--- config.mk ---
export PLATFORM = sky130hd
export DESIGN_NAME = piezo_hit_detector_top_flat
export DESIGN_NICKNAME = d
export VERILOG_FILES = /design/src/hw/rtl/pzhd_pkg.sv /design/src/hw/rtl/pzhd_if.sv /design/src/hw/rtl/pzhd_lockout_cmp.sv /design/src/hw/rtl/pzhd_vel_div.sv /design/src/hw/rtl/piezo_hit_detector_top.sv /design/src/flat_wrapper.sv
export SDC_FILE = /design/constraint.sdc
export NUM_CORES = 1
export LEC_CHECK = 0
export ABC_AREA = 1
export BUFFER_PORTS_ARGS = -buffer_cell sky130_fd_sc_hd__buf_2
export CAP_MARGIN = 20
export CORE_UTILIZATION = 55
export DETAILED_ROUTE_END_ITERATION = 16
export GPL_TIMING_DRIVEN = 0
export PLACE_DENSITY = 0.73
export SLEW_MARGIN = 10
export SYNTH_ARGS = -nofsm -noshare
export SYNTH_HDL_FRONTEND = slang
export SYNTH_SLANG_ARGS = --single-unit
--- constraint.sdc ---
create_clock -name clock -period 2.95 [get_ports clock]
set_input_delay 0.295 -clock clock [delete_from_list [all_inputs] [get_ports clock]]
set_output_delay 0.295 -clock clock [all_outputs]
set_load 0.01 [all_outputs]
--- src/hw/rtl/pzhd_pkg.sv ---
// Shared types and constants of the piezo hit detector.
`default_nettype none
package pzhd_pkg;

   localparam int CHAN_W     = 2;
   localparam int SAMPLE_W   = 10;
   localparam int TIME_W     = 32;
   localparam int LOCKOUT_W  = 16;
   localparam int BASE_W     = 7;
   localparam int NOTE_W     = 8;
   localparam int VEL_W      = 7;
   localparam int CSR_IDX_W  = 2;
   localparam int CSR_DATA_W = 16;

   // (sample - threshold) * 126 fits 17 bits; divisor is the 10-bit span
   localparam int DIVIDEND_W = 17;
   localparam int DIV_CNT_W  = $clog2(DIVIDEND_W + 1);
   localparam int STEP_CNT_W = $clog2(TIME_W);

   localparam logic [SAMPLE_W-1:0]   ADC_FULL   = 10'd1023;
   localparam logic [DIVIDEND_W-1:0] VEL_TOP_Q  = 17'd126;
   localparam logic [VEL_W-1:0]      VEL_MAX    = 7'd127;

   localparam logic [SAMPLE_W-1:0]  THRESHOLD_RST = 10'd50;
   localparam logic [LOCKOUT_W-1:0] LOCKOUT_RST   = 16'd50;
   localparam logic [BASE_W-1:0]    BASE_NOTE_RST = 7'd36;

   localparam logic [CSR_IDX_W-1:0] CSR_IDX_THRESHOLD = 2'd0;
   localparam logic [CSR_IDX_W-1:0] CSR_IDX_LOCKOUT   = 2'd1;
   localparam logic [CSR_IDX_W-1:0] CSR_IDX_BASE_NOTE = 2'd2;

   typedef enum logic [1:0] {
      ST_IDLE,
      ST_RUN,
      ST_FINISH
   } pzhd_state_type;

   // control from the sequencer to the serial units
   typedef struct packed {
      logic load;
      logic step;
   } pzhd_ser_ctl_type;

endpackage
`default_nettype wire

--- src/hw/rtl/pzhd_if.sv ---
// Valid/ready channel interfaces: sample input, hit result and register writes.
`default_nettype none
interface pzhd_req_if import pzhd_pkg::*; ();
   logic                valid;
   logic                ready;
   logic [CHAN_W-1:0]   channel;
   logic [SAMPLE_W-1:0] sample;
   logic [TIME_W-1:0]   now_ms;

   modport source (output valid, channel, sample, now_ms, input ready);
   modport sink   (input valid, channel, sample, now_ms, output ready);
endinterface

interface pzhd_rsp_if import pzhd_pkg::*; ();
   logic              valid;
   logic              ready;
   logic              hit;
   logic [NOTE_W-1:0] note;
   logic [VEL_W-1:0]  velocity;

   modport source (output valid, hit, note, velocity, input ready);
   modport sink   (input valid, hit, note, velocity, output ready);
endinterface

interface pzhd_csr_if import pzhd_pkg::*; ();
   logic                  valid;
   logic                  ready;
   logic [CSR_IDX_W-1:0]  index;
   logic [CSR_DATA_W-1:0] data;

   modport source (output valid, index, data, input ready);
   modport sink   (input valid, index, data, output ready);
endinterface
`default_nettype wire

--- src/hw/rtl/pzhd_lockout_cmp.sv ---
// Bit-serial elapsed-time subtract and compare against the lockout window.
`default_nettype none
module pzhd_lockout_cmp
   import pzhd_pkg::*;
(
   input  wire logic                 clock,
   input  wire pzhd_ser_ctl_type     ctl,
   input  wire logic [TIME_W-1:0]    now_ms,
   input  wire logic [TIME_W-1:0]    last_ms,
   input  wire logic [LOCKOUT_W-1:0] lockout_ms,
   output logic                      expired
);

   logic [TIME_W-1:0]    now_ff,  now_in;
   logic [TIME_W-1:0]    last_ff, last_in;
   logic [LOCKOUT_W-1:0] lock_ff, lock_in;
   logic                 borrow_ff, borrow_in;
   logic                 gt_ff, gt_in;
   logic                 diff_bit;

   // LSB first: the last differing bit decides which word is greater
   always_comb begin
      now_in    = now_ff;
      last_in   = last_ff;
      lock_in   = lock_ff;
      borrow_in = borrow_ff;
      gt_in     = gt_ff;
      diff_bit  = now_ff[0] ^ last_ff[0] ^ borrow_ff;
      if (ctl.load) begin
         now_in    = now_ms;
         last_in   = last_ms;
         lock_in   = lockout_ms;
         borrow_in = 1'b0;
         gt_in     = 1'b0;
      end else if (ctl.step) begin
         borrow_in = (~now_ff[0] & last_ff[0]) | (~(now_ff[0] ^ last_ff[0]) & borrow_ff);
         if (diff_bit != lock_ff[0]) begin
            gt_in = diff_bit;
         end
         now_in  = {1'b0, now_ff[TIME_W-1:1]};
         last_in = {1'b0, last_ff[TIME_W-1:1]};
         lock_in = {1'b0, lock_ff[LOCKOUT_W-1:1]};
      end
   end

   always_ff @(posedge clock) begin
      now_ff    <= now_in;
      last_ff   <= last_in;
      lock_ff   <= lock_in;
      borrow_ff <= borrow_in;
      gt_ff     <= gt_in;
   end

   assign expired = gt_ff;

endmodule
`default_nettype wire

--- src/hw/rtl/pzhd_vel_div.sv ---
// Restoring divider, one quotient bit per cycle while ctl.step is high, for the velocity scaling.
`default_nettype none
module pzhd_vel_div
   import pzhd_pkg::*;
(
   input  wire logic                  clock,
   input  wire pzhd_ser_ctl_type      ctl,
   input  wire logic [DIVIDEND_W-1:0] dividend,
   input  wire logic [SAMPLE_W-1:0]   divisor,
   output logic [DIVIDEND_W-1:0]      quotient
);

   logic [DIVIDEND_W-1:0] num_ff, num_in;
   logic [DIVIDEND_W-1:0] quo_ff, quo_in;
   logic [SAMPLE_W-1:0]   rem_ff, rem_in;
   logic [SAMPLE_W-1:0]   div_ff, div_in;
   logic [DIV_CNT_W-1:0]  cnt_ff, cnt_in;
   logic [SAMPLE_W:0]     trial;
   logic [SAMPLE_W:0]     trial_sub;

   always_comb begin
      num_in    = num_ff;
      quo_in    = quo_ff;
      rem_in    = rem_ff;
      div_in    = div_ff;
      cnt_in    = cnt_ff;
      trial     = {rem_ff, num_ff[DIVIDEND_W-1]};
      trial_sub = trial - {1'b0, div_ff};
      if (ctl.load) begin
         num_in = dividend;
         quo_in = '0;
         rem_in = '0;
         div_in = divisor;
         cnt_in = '0;
      end else if (ctl.step && (cnt_ff != DIV_CNT_W'(DIVIDEND_W))) begin
         if (trial >= {1'b0, div_ff}) begin
            rem_in = trial_sub[SAMPLE_W-1:0];
            quo_in = {quo_ff[DIVIDEND_W-2:0], 1'b1};
         end else begin
            rem_in = trial[SAMPLE_W-1:0];
            quo_in = {quo_ff[DIVIDEND_W-2:0], 1'b0};
         end
         num_in = {num_ff[DIVIDEND_W-2:0], 1'b0};
         cnt_in = cnt_ff + 1'b1;
      end
   end

   always_ff @(posedge clock) begin
      num_ff <= num_in;
      quo_ff <= quo_in;
      rem_ff <= rem_in;
      div_ff <= div_in;
      cnt_ff <= cnt_in;
   end

   assign quotient = quo_ff;

endmodule
`default_nettype wire

--- src/hw/rtl/piezo_hit_detector_top.sv ---
// Top level of the piezo hit detector: sequencer, channel state and result register.
//
// One transaction on req_chan carries a sample of one piezo channel and the current
// millisecond time. Each accepted sample gives exactly one rsp_chan transaction:
// hit=1 with note = base_note + channel and velocity 1..127 when the strike fires,
// otherwise hit, note and velocity all zero. A strike needs the sample above
// hit_threshold, the channel not latched, and (now_ms - last hit time) mod 2^32
// above lockout_ms. A sample at or below the threshold releases the latch. Channels
// at or beyond NUM_CHANNELS are ignored (zero result, no state change).
// Timing: while rsp_chan drains, a sample goes through the accept step, the serial
// steps in which the 32-bit elapsed time is subtracted and compared with the lockout
// one bit per cycle, and the finish step that registers the result. The velocity
// divide (17 quotient bits, one per cycle) runs alongside and ends within the serial
// steps. The result sits in an output register; while it waits the next sample is
// still taken and runs its serial steps, and a stalled rsp_chan then holds the block
// in that sample's finish step so that further samples wait. Register writes on
// csr_chan are always taken (ready stays high) and must only be issued while the
// block is idle.
// No clearing pass after reset: per-channel state lives in flip-flops.
`default_nettype none
module piezo_hit_detector_top
   import pzhd_pkg::*;
#(
   parameter int NUM_CHANNELS = 4
)
(
   input  wire logic clock,
   input  wire logic reset,
   pzhd_req_if.sink   req_chan,
   pzhd_rsp_if.source rsp_chan,
   pzhd_csr_if.sink   csr_chan
);

   localparam int CH_W = (NUM_CHANNELS > 1) ? $clog2(NUM_CHANNELS) : 1;

   // configuration registers
   logic [SAMPLE_W-1:0]  thr_ff,  thr_in;
   logic [LOCKOUT_W-1:0] lock_ff, lock_in;
   logic [BASE_W-1:0]    base_ff, base_in;

   // per-channel state
   logic [NUM_CHANNELS-1:0] latched_ff, latched_in;
   logic [TIME_W-1:0]       last_ff [NUM_CHANNELS];
   logic [TIME_W-1:0]       last_in [NUM_CHANNELS];

   // sequencer
   pzhd_state_type          state_ff, state_in;
   logic [STEP_CNT_W-1:0]   cnt_ff, cnt_in;

   // transaction held while the serial units run
   logic [CHAN_W-1:0]       chan_ff, chan_in;
   logic [CH_W-1:0]         idx_ff, idx_in;
   logic                    chan_ok_ff, chan_ok_in;
   logic                    above_ff, above_in;
   logic [TIME_W-1:0]       now_ff, now_in;

   // result register
   logic                    rsp_valid_ff, rsp_valid_in;
   logic                    rsp_hit_ff, rsp_hit_in;
   logic [NOTE_W-1:0]       rsp_note_ff, rsp_note_in;
   logic [VEL_W-1:0]        rsp_vel_ff, rsp_vel_in;

   // control
   logic                    req_take;
   logic                    out_free;
   logic                    out_load;
   pzhd_ser_ctl_type        ser_ctl;

   // datapath
   logic [CH_W-1:0]         req_idx;
   logic                    req_ok;
   logic [SAMPLE_W-1:0]     excess;
   logic [DIVIDEND_W-1:0]   dividend;
   logic [SAMPLE_W-1:0]     span;
   logic [TIME_W-1:0]       last_rd;
   logic                    expired;
   logic [DIVIDEND_W-1:0]   quotient;
   logic                    fire;
   logic                    release_latch;
   logic [VEL_W-1:0]        vel;

   // ---------------------------------------------------------------- input side
   assign req_take = req_chan.valid && req_chan.ready;
   assign req_idx  = CH_W'(req_chan.channel);
   assign req_ok   = int'(req_chan.channel) < NUM_CHANNELS;
   assign last_rd  = req_ok ? last_ff[req_idx] : '0;

   // (s - t) * 126 as (x << 7) - (x << 1); only meaningful when s > t
   assign excess   = req_chan.sample - thr_ff;
   assign dividend = {excess, 7'b0} - {6'b0, excess, 1'b0};
   assign span     = ADC_FULL - thr_ff;

   assign csr_chan.ready = 1'b1;

   // ---------------------------------------------------------------- serial units
   pzhd_lockout_cmp u_lockout_cmp (
      .clock      (clock),
      .ctl        (ser_ctl),
      .now_ms     (req_chan.now_ms),
      .last_ms    (last_rd),
      .lockout_ms (lock_ff),
      .expired    (expired)
   );

   pzhd_vel_div u_vel_div (
      .clock    (clock),
      .ctl      (ser_ctl),
      .dividend (dividend),
      .divisor  (span),
      .quotient (quotient)
   );

   // ---------------------------------------------------------------- decision
   assign fire          = chan_ok_ff && above_ff && !latched_ff[idx_ff] && expired;
   assign release_latch = chan_ok_ff && !above_ff && latched_ff[idx_ff];

   // quotient stays at or below 126 on a hit; the clamp covers the rest
   always_comb begin
      if (quotient > VEL_TOP_Q) begin
         vel = VEL_MAX;
      end else begin
         vel = VEL_W'(quotient) + 1'b1;
      end
   end

   assign out_free = !rsp_valid_ff || rsp_chan.ready;

   // ---------------------------------------------------------------- sequencer
   always_comb begin
      state_in = state_ff;
      case (state_ff)
         ST_IDLE: begin
            if (req_take) begin
               state_in = ST_RUN;
            end
         end
         ST_RUN: begin
            if (cnt_ff == STEP_CNT_W'(TIME_W - 1)) begin
               state_in = ST_FINISH;
            end
         end
         ST_FINISH: begin
            if (out_free) begin
               state_in = ST_IDLE;
            end
         end
         default: begin
            state_in = ST_IDLE;
         end
      endcase
   end

   always_comb begin
      req_chan.ready = 1'b0;
      ser_ctl.load   = 1'b0;
      ser_ctl.step   = 1'b0;
      out_load       = 1'b0;
      case (state_ff)
         ST_IDLE: begin
            req_chan.ready = 1'b1;
            ser_ctl.load   = req_chan.valid;
         end
         ST_RUN: begin
            ser_ctl.step = 1'b1;
         end
         ST_FINISH: begin
            out_load = out_free;
         end
         default: begin
            req_chan.ready = 1'b0;
         end
      endcase
   end

   always_comb begin
      cnt_in = cnt_ff;
      if (req_take) begin
         cnt_in = '0;
      end else if (ser_ctl.step) begin
         cnt_in = cnt_ff + 1'b1;
      end
   end

   // ---------------------------------------------------------------- captured item
   always_comb begin
      chan_in    = chan_ff;
      idx_in     = idx_ff;
      chan_ok_in = chan_ok_ff;
      above_in   = above_ff;
      now_in     = now_ff;
      if (req_take) begin
         chan_in    = req_chan.channel;
         idx_in     = req_ok ? req_idx : '0;
         chan_ok_in = req_ok;
         above_in   = req_chan.sample > thr_ff;
         now_in     = req_chan.now_ms;
      end
   end

   // ---------------------------------------------------------------- channel state
   always_comb begin
      latched_in = latched_ff;
      last_in    = last_ff;
      if (out_load) begin
         if (fire) begin
            latched_in[idx_ff] = 1'b1;
            last_in[idx_ff]    = now_ff;
         end else if (release_latch) begin
            latched_in[idx_ff] = 1'b0;
         end
      end
   end

   // ---------------------------------------------------------------- configuration
   always_comb begin
      thr_in  = thr_ff;
      lock_in = lock_ff;
      base_in = base_ff;
      if (csr_chan.valid && csr_chan.ready) begin
         case (csr_chan.index)
            CSR_IDX_THRESHOLD: thr_in  = csr_chan.data[SAMPLE_W-1:0];
            CSR_IDX_LOCKOUT:   lock_in = csr_chan.data[LOCKOUT_W-1:0];
            CSR_IDX_BASE_NOTE: base_in = csr_chan.data[BASE_W-1:0];
            default:           thr_in  = thr_ff;
         endcase
      end
   end

   // ---------------------------------------------------------------- result register
   always_comb begin
      rsp_valid_in = rsp_valid_ff;
      rsp_hit_in   = rsp_hit_ff;
      rsp_note_in  = rsp_note_ff;
      rsp_vel_in   = rsp_vel_ff;
      if (out_load) begin
         rsp_valid_in = 1'b1;
         rsp_hit_in   = fire;
         rsp_note_in  = fire ? ({1'b0, base_ff} + {{(NOTE_W - CHAN_W){1'b0}}, chan_ff}) : '0;
         rsp_vel_in   = fire ? vel : '0;
      end else if (rsp_chan.ready) begin
         rsp_valid_in = 1'b0;
      end
   end

   assign rsp_chan.valid    = rsp_valid_ff;
   assign rsp_chan.hit      = rsp_hit_ff;
   assign rsp_chan.note     = rsp_note_ff;
   assign rsp_chan.velocity = rsp_vel_ff;

   // ---------------------------------------------------------------- registers
   always_ff @(posedge clock) begin
      if (reset) begin
         state_ff     <= ST_IDLE;
         cnt_ff       <= '0;
         rsp_valid_ff <= 1'b0;
         thr_ff       <= THRESHOLD_RST;
         lock_ff      <= LOCKOUT_RST;
         base_ff      <= BASE_NOTE_RST;
         latched_ff   <= '0;
         for (int i = 0; i < NUM_CHANNELS; i++) begin
            last_ff[i] <= '0;
         end
      end else begin
         state_ff     <= state_in;
         cnt_ff       <= cnt_in;
         rsp_valid_ff <= rsp_valid_in;
         thr_ff       <= thr_in;
         lock_ff      <= lock_in;
         base_ff      <= base_in;
         latched_ff   <= latched_in;
         for (int i = 0; i < NUM_CHANNELS; i++) begin
            last_ff[i] <= last_in[i];
         end
      end
   end

   always_ff @(posedge clock) begin
      chan_ff     <= chan_in;
      idx_ff      <= idx_in;
      chan_ok_ff  <= chan_ok_in;
      above_ff    <= above_in;
      now_ff      <= now_in;
      rsp_hit_ff  <= rsp_hit_in;
      rsp_note_ff <= rsp_note_in;
      rsp_vel_ff  <= rsp_vel_in;
   end

   // ---------------------------------------------------------------- assertions
   a_take_starts_run: assert property (@(posedge clock) disable iff (reset)
      req_take |=> (state_ff == ST_RUN))
      else $error("accepted transaction did not start the serial run");

   a_result_from_finish: assert property (@(posedge clock) disable iff (reset)
      $rose(rsp_valid_ff) |-> $past(state_ff == ST_FINISH))
      else $error("result raised outside the finish step");

   a_hit_has_velocity: assert property (@(posedge clock) disable iff (reset)
      (rsp_valid_ff && rsp_hit_ff) |-> (rsp_vel_ff != '0))
      else $error("hit with zero velocity");

   a_miss_is_zero: assert property (@(posedge clock) disable iff (reset)
      (rsp_valid_ff && !rsp_hit_ff) |-> ((rsp_vel_ff == '0) && (rsp_note_ff == '0)))
      else $error("non-hit result carries note or velocity");

endmodule
`default_nettype wire
--- src/flat_wrapper.sv ---
// flat-port wrapper written by rule: the top's interface ports become plain ports
module piezo_hit_detector_top_flat import pzhd_pkg::*;
#(
   parameter int NUM_CHANNELS = 4
)
  (clock, reset, req_chan_valid, req_chan_channel, req_chan_sample, req_chan_now_ms, req_chan_ready, rsp_chan_valid, rsp_chan_hit, rsp_chan_note, rsp_chan_velocity, rsp_chan_ready, csr_chan_valid, csr_chan_index, csr_chan_data, csr_chan_ready);
  pzhd_req_if req_chan_i ();
  pzhd_rsp_if rsp_chan_i ();
  pzhd_csr_if csr_chan_i ();
  input  wire logic clock;
  input  wire logic reset;
  input wire logic [$bits(req_chan_i.valid)-1:0] req_chan_valid;
  input wire logic [$bits(req_chan_i.channel)-1:0] req_chan_channel;
  input wire logic [$bits(req_chan_i.sample)-1:0] req_chan_sample;
  input wire logic [$bits(req_chan_i.now_ms)-1:0] req_chan_now_ms;
  output wire logic [$bits(req_chan_i.ready)-1:0] req_chan_ready;
  output wire logic [$bits(rsp_chan_i.valid)-1:0] rsp_chan_valid;
  output wire logic [$bits(rsp_chan_i.hit)-1:0] rsp_chan_hit;
  output wire logic [$bits(rsp_chan_i.note)-1:0] rsp_chan_note;
  output wire logic [$bits(rsp_chan_i.velocity)-1:0] rsp_chan_velocity;
  input wire logic [$bits(rsp_chan_i.ready)-1:0] rsp_chan_ready;
  input wire logic [$bits(csr_chan_i.valid)-1:0] csr_chan_valid;
  input wire logic [$bits(csr_chan_i.index)-1:0] csr_chan_index;
  input wire logic [$bits(csr_chan_i.data)-1:0] csr_chan_data;
  output wire logic [$bits(csr_chan_i.ready)-1:0] csr_chan_ready;
  assign req_chan_i.valid = req_chan_valid;
  assign req_chan_i.channel = req_chan_channel;
  assign req_chan_i.sample = req_chan_sample;
  assign req_chan_i.now_ms = req_chan_now_ms;
  assign req_chan_ready = req_chan_i.ready;
  assign rsp_chan_valid = rsp_chan_i.valid;
  assign rsp_chan_hit = rsp_chan_i.hit;
  assign rsp_chan_note = rsp_chan_i.note;
  assign rsp_chan_velocity = rsp_chan_i.velocity;
  assign rsp_chan_i.ready = rsp_chan_ready;
  assign csr_chan_i.valid = csr_chan_valid;
  assign csr_chan_i.index = csr_chan_index;
  assign csr_chan_i.data = csr_chan_data;
  assign csr_chan_ready = csr_chan_i.ready;
  piezo_hit_detector_top #(.NUM_CHANNELS(NUM_CHANNELS)) u_core (.clock(clock), .reset(reset), .req_chan(req_chan_i), .rsp_chan(rsp_chan_i), .csr_chan(csr_chan_i));
endmodule
==> run summary <==
FMAX: 341.5 MHz
# H-tree levels: 2
first-pass GRT wire length: 64.54 mm
WP buf/inv: 2
min Tclk post-route: 2.929 ns
Die Span Y: 172.3 um
Slew Limit Headroom: 0.3063
WL/cell: 17.20 um
CTS clk-pin slew, worst paths: 0.06 ns
ratio of cells with drive above 1 in the final layout: 0.1129
clock buffer count from CTS: 38
post-synthesis cell area: 15950 um^2
Crit path max-delay family: simple AND/OR/NAND/NOR gates
worst-path fanout max: 4
outcome: finished, final reports clean
CP max stage delay: 0.33 ns
crit-path cells: inv_1, ha_1, nand3b_1, nand2_2, nand2_2, nand2_1, nand2_2, nand2_1, a21oi_2, xor2_2, ha_4, inv_2, nor2_1, nand2_1, nand2_1, nor2_2, nand3b_1, nand3_2, nand2_1
r2r setup slk: 0.02 ns
Leakage: 7.266 nW
worst-skew pair later-pin latency: 0.53 ns
area grow syn2layout: 17.29%
core area: 28160 um^2
die span in x: 172.3 um
vias per cell: 5.545
drc violations: 0
critical path data required time: 3.21 ns
drt pass-1 iters: 5
most frequent CP cell: nand2_1
Synth area leaders: edfxtp_1, dfxtp_1, nand2_1
Reg2Reg Depth: 19
fin crit share: 0.9927
number of global-route vias before repair: 12450
Syn Inst Count: 1853
Sink Count: 364
WP depth: 19
grt met1 use: 0.3876
grt met3 use: 0.04623
Ys Warns: 0
Post-Route Utilization: 0.6644
final wirelength: 41.86 mm
Synth area leader: edfxtp_1
Syn Area/Cell: 8.609 um^2
Worst EP arrival: 3.19 ns
pwr dens: 631.2 nW/um^2
Peak VDD IR: 0.4459 mV
number of I/O port buffers: 84
# rows: 61
die area: 29690 um^2
max-cap violations: 0
gpl congestion: 0.9401
startpoint types: flip-flop
Iteration-0 DRC Markers: 1135
Setup WS post-layout: 0.02144 ns
GR Util met2: 0.4358
min-delay worst type: input port to flip-flop
IO Pins: 86
Max stage delay cell, worst path: dfxtp_2
clk buf depth: 3
pin count of the biggest net entering global routing: 55
DPL Wire Length: 28.32 mm
initial antenna violation count: 0
CTS tree: built
Slew Viols, Final: 0
post-synth top area share: 0.2955
Initial Utilization: 0.5664
sequential share of the synthesized area: 0.5553
pre-CTS WS: -0.5264 ns
crit end category: flip-flop
Final setup viols: 0
antenna-violating nets left: 0
Least-Margin Pin Slew: 1.038 ns
Crit Path Category: flip-flop to flip-flop
Yosys cell types: 42
nets@finish: 2127
total number of vias: 13500
Worst Hold Depth: 1
overflow left after global routing: 0
syn nets: 1955
Yosys reg bits: 364
final hold viol count: 0
RSZ-0062 raised after global routing: yes
root buffer cell: clkbuf_16
Setup Skew: 0.01481 ns
GR Util All Layers: 0.2788
GRT Max-Usage Layer: met2
synth_stat cells, drive strengths merged:
cell,n
a211oi,1
a21boi,1
a21oi,236
a31oi,39
a32oi,1
and3,2
buf,29
clkbuf,72
clkinv,1
conb,1
dfxtp,207
edfxtp,157
fa,4
ha,31
inv,215
nand2,349
nand3,79
nand3b,4
nand4,10
nor2,127
nor3,13
nor3b,2
nor4,5
o211ai,6
o21a,2
o21ai,228
o221ai,1
o22ai,8
o31ai,3
or2,3
or3,1
xnor2,4
xor2,11
metrics by stage:
| step | total power, mW | instances | hold WS (ns) | instance area [um^2] | setup TNS, ns |
|---|---|---|---|---|---|
| finish | 11.81 | 2434 | 0.02359 | 18710 | 0 |
| floorplan | 6.721 | 1853 | 0.3939 | 15960 | 0 |
| global route | 12.27 | 2433 | 0.02393 | 18710 | -0.3788 |
| CTS | 11.71 | 2422 | 0.0007329 | 18480 | -0.01566 |
| global placement | 7.120 | 2315 | 0.4291 | 16850 | -76.83 |
| detailed placement | 7.163 | 2317 | 0.4333 | 16900 | -4.932 |
state kept, by name, summed over array words and instances (netlist names), 2 cells and up, named ones only:
signal                        cells
u_core.u_vel_div.quotient        17
u_core.u_vel_div.num_ff          16
u_core.u_lockout_cmp.lock_ff     16
u_core.u_vel_div.rem_ff          10
u_core.u_vel_div.cnt_ff           5
u_core.lock_ff                   16
u_core.u_lockout_cmp.last_ff     32
u_core.cnt_ff                     5
u_core.rsp_chan.velocity          7
u_core.state_ff                   2
u_core.rsp_chan.note              8
u_core.thr_ff                    10
u_core.chan_ff                    2
u_core.u_lockout_cmp.now_ff      32
u_core.last_ff                  128
u_core.base_ff                    7
u_core.now_ff                    32
u_core.u_vel_div.div_ff          10
path summary, 6_finish.rpt:
kind / startpoint / end
worst max-delay path: u_core.thr_ff[1]$_SDFFE_PP1P_ / u_core.u_vel_div.num_ff[16]$_DFFE_PP_
worst min-delay path: req_chan_channel[0] / u_core.chan_ff[0]$_DFFE_PP_
worst max register to register: u_core.thr_ff[1]$_SDFFE_PP1P_ / u_core.u_vel_div.num_ff[16]$_DFFE_PP_
worst min register to register: u_core.last_ff[20]$_SDFFE_PP0P_ / u_core.last_ff[20]$_SDFFE_PP0P_
report_power, final:
part	switching [mW]	total [mW]	internal, mW
Sequential	0.144	5.78	5.63
Clock	1.93	4.52	2.59
Combinational	0.976	1.51	0.534
cell families after synthesis:
| group | synth area share |
|---|---|
| AO/OA/AOI/OAI | 0.1712 |
| other | 0.0002351 |
| adder cells (fa/ha/maj) | 0.02933 |
| AND/OR/NAND/NOR | 0.1536 |
| XOR/XNOR | 0.008235 |
| buffers and inverters | 0.08204 |
| flip-flops | 0.5553 |
area by class of cell:
cell class | instances | area, um^2
fill | 2258 | 9452
sequential | 364 | 8861
multi-input combinational | 1172 | 5987
clock buffer | 62 | 1112
timing repair buffer | 132 | 894.6
inverter | 216 | 812.0
buffer | 101 | 506.7
tap | 378 | 473.0
clock inverter | 8 | 62.56
antenna | 1 | 2.502
per-layer routing:
layer  up-vias  part of all wire
li1       6577                 -
met3       101             0.075
met1      6300              0.44
met2       518              0.45
met5         -                 0
met4         0             0.031
cell usage in the layout (no fill, tap or decap), drive strengths merged:
cell         count
a211oi           1
a21boi           1
a21oi          236
a31oi           39
a32oi            1
and3             2
buf            128
clkbuf         134
clkinv           8
clkinvlp         1
conb             1
dfxtp          207
diode            1
dlygate4sd3     33
edfxtp         157
fa               4
ha              31
inv            215
nand2          349
nand3           79
nand3b           4
nand4           10
nor2           127
nor3            13
nor3b            2
nor4             5
o211ai           6
o21a             2
o21ai          228
o221ai           1
o22ai            8
o31ai            3
or2              3
or3              1
xnor2            4
xor2            11
worst register-to-register path, cell delays in order (launching register included):
cell	delay [ns]
dfxtp_2	0.33
inv_1	0.08
ha_1	0.30
nand3b_1	0.13
nand2_2	0.09
nand2_2	0.09
nand2_1	0.08
nand2_2	0.09
nand2_1	0.06
a21oi_2	0.17
xor2_2	0.24
ha_4	0.25
inv_2	0.11
nor2_1	0.07
nand2_1	0.08
nand2_1	0.06
nor2_2	0.15
nand3b_1	0.11
nand3_2	0.09
nand2_1	0.07
what timing repair did:
action / 4_1_cts / 5_1_grt
hold buffers: 32 / 1
pin swaps: 3 / 17
hold endpoints to repair: 32 / 1
gates resized for setup: 13 / 35
buffers inserted: 3 / 10
endpoints found under the setup margin: 55 / 9
(Power assumes the default switching activity.)
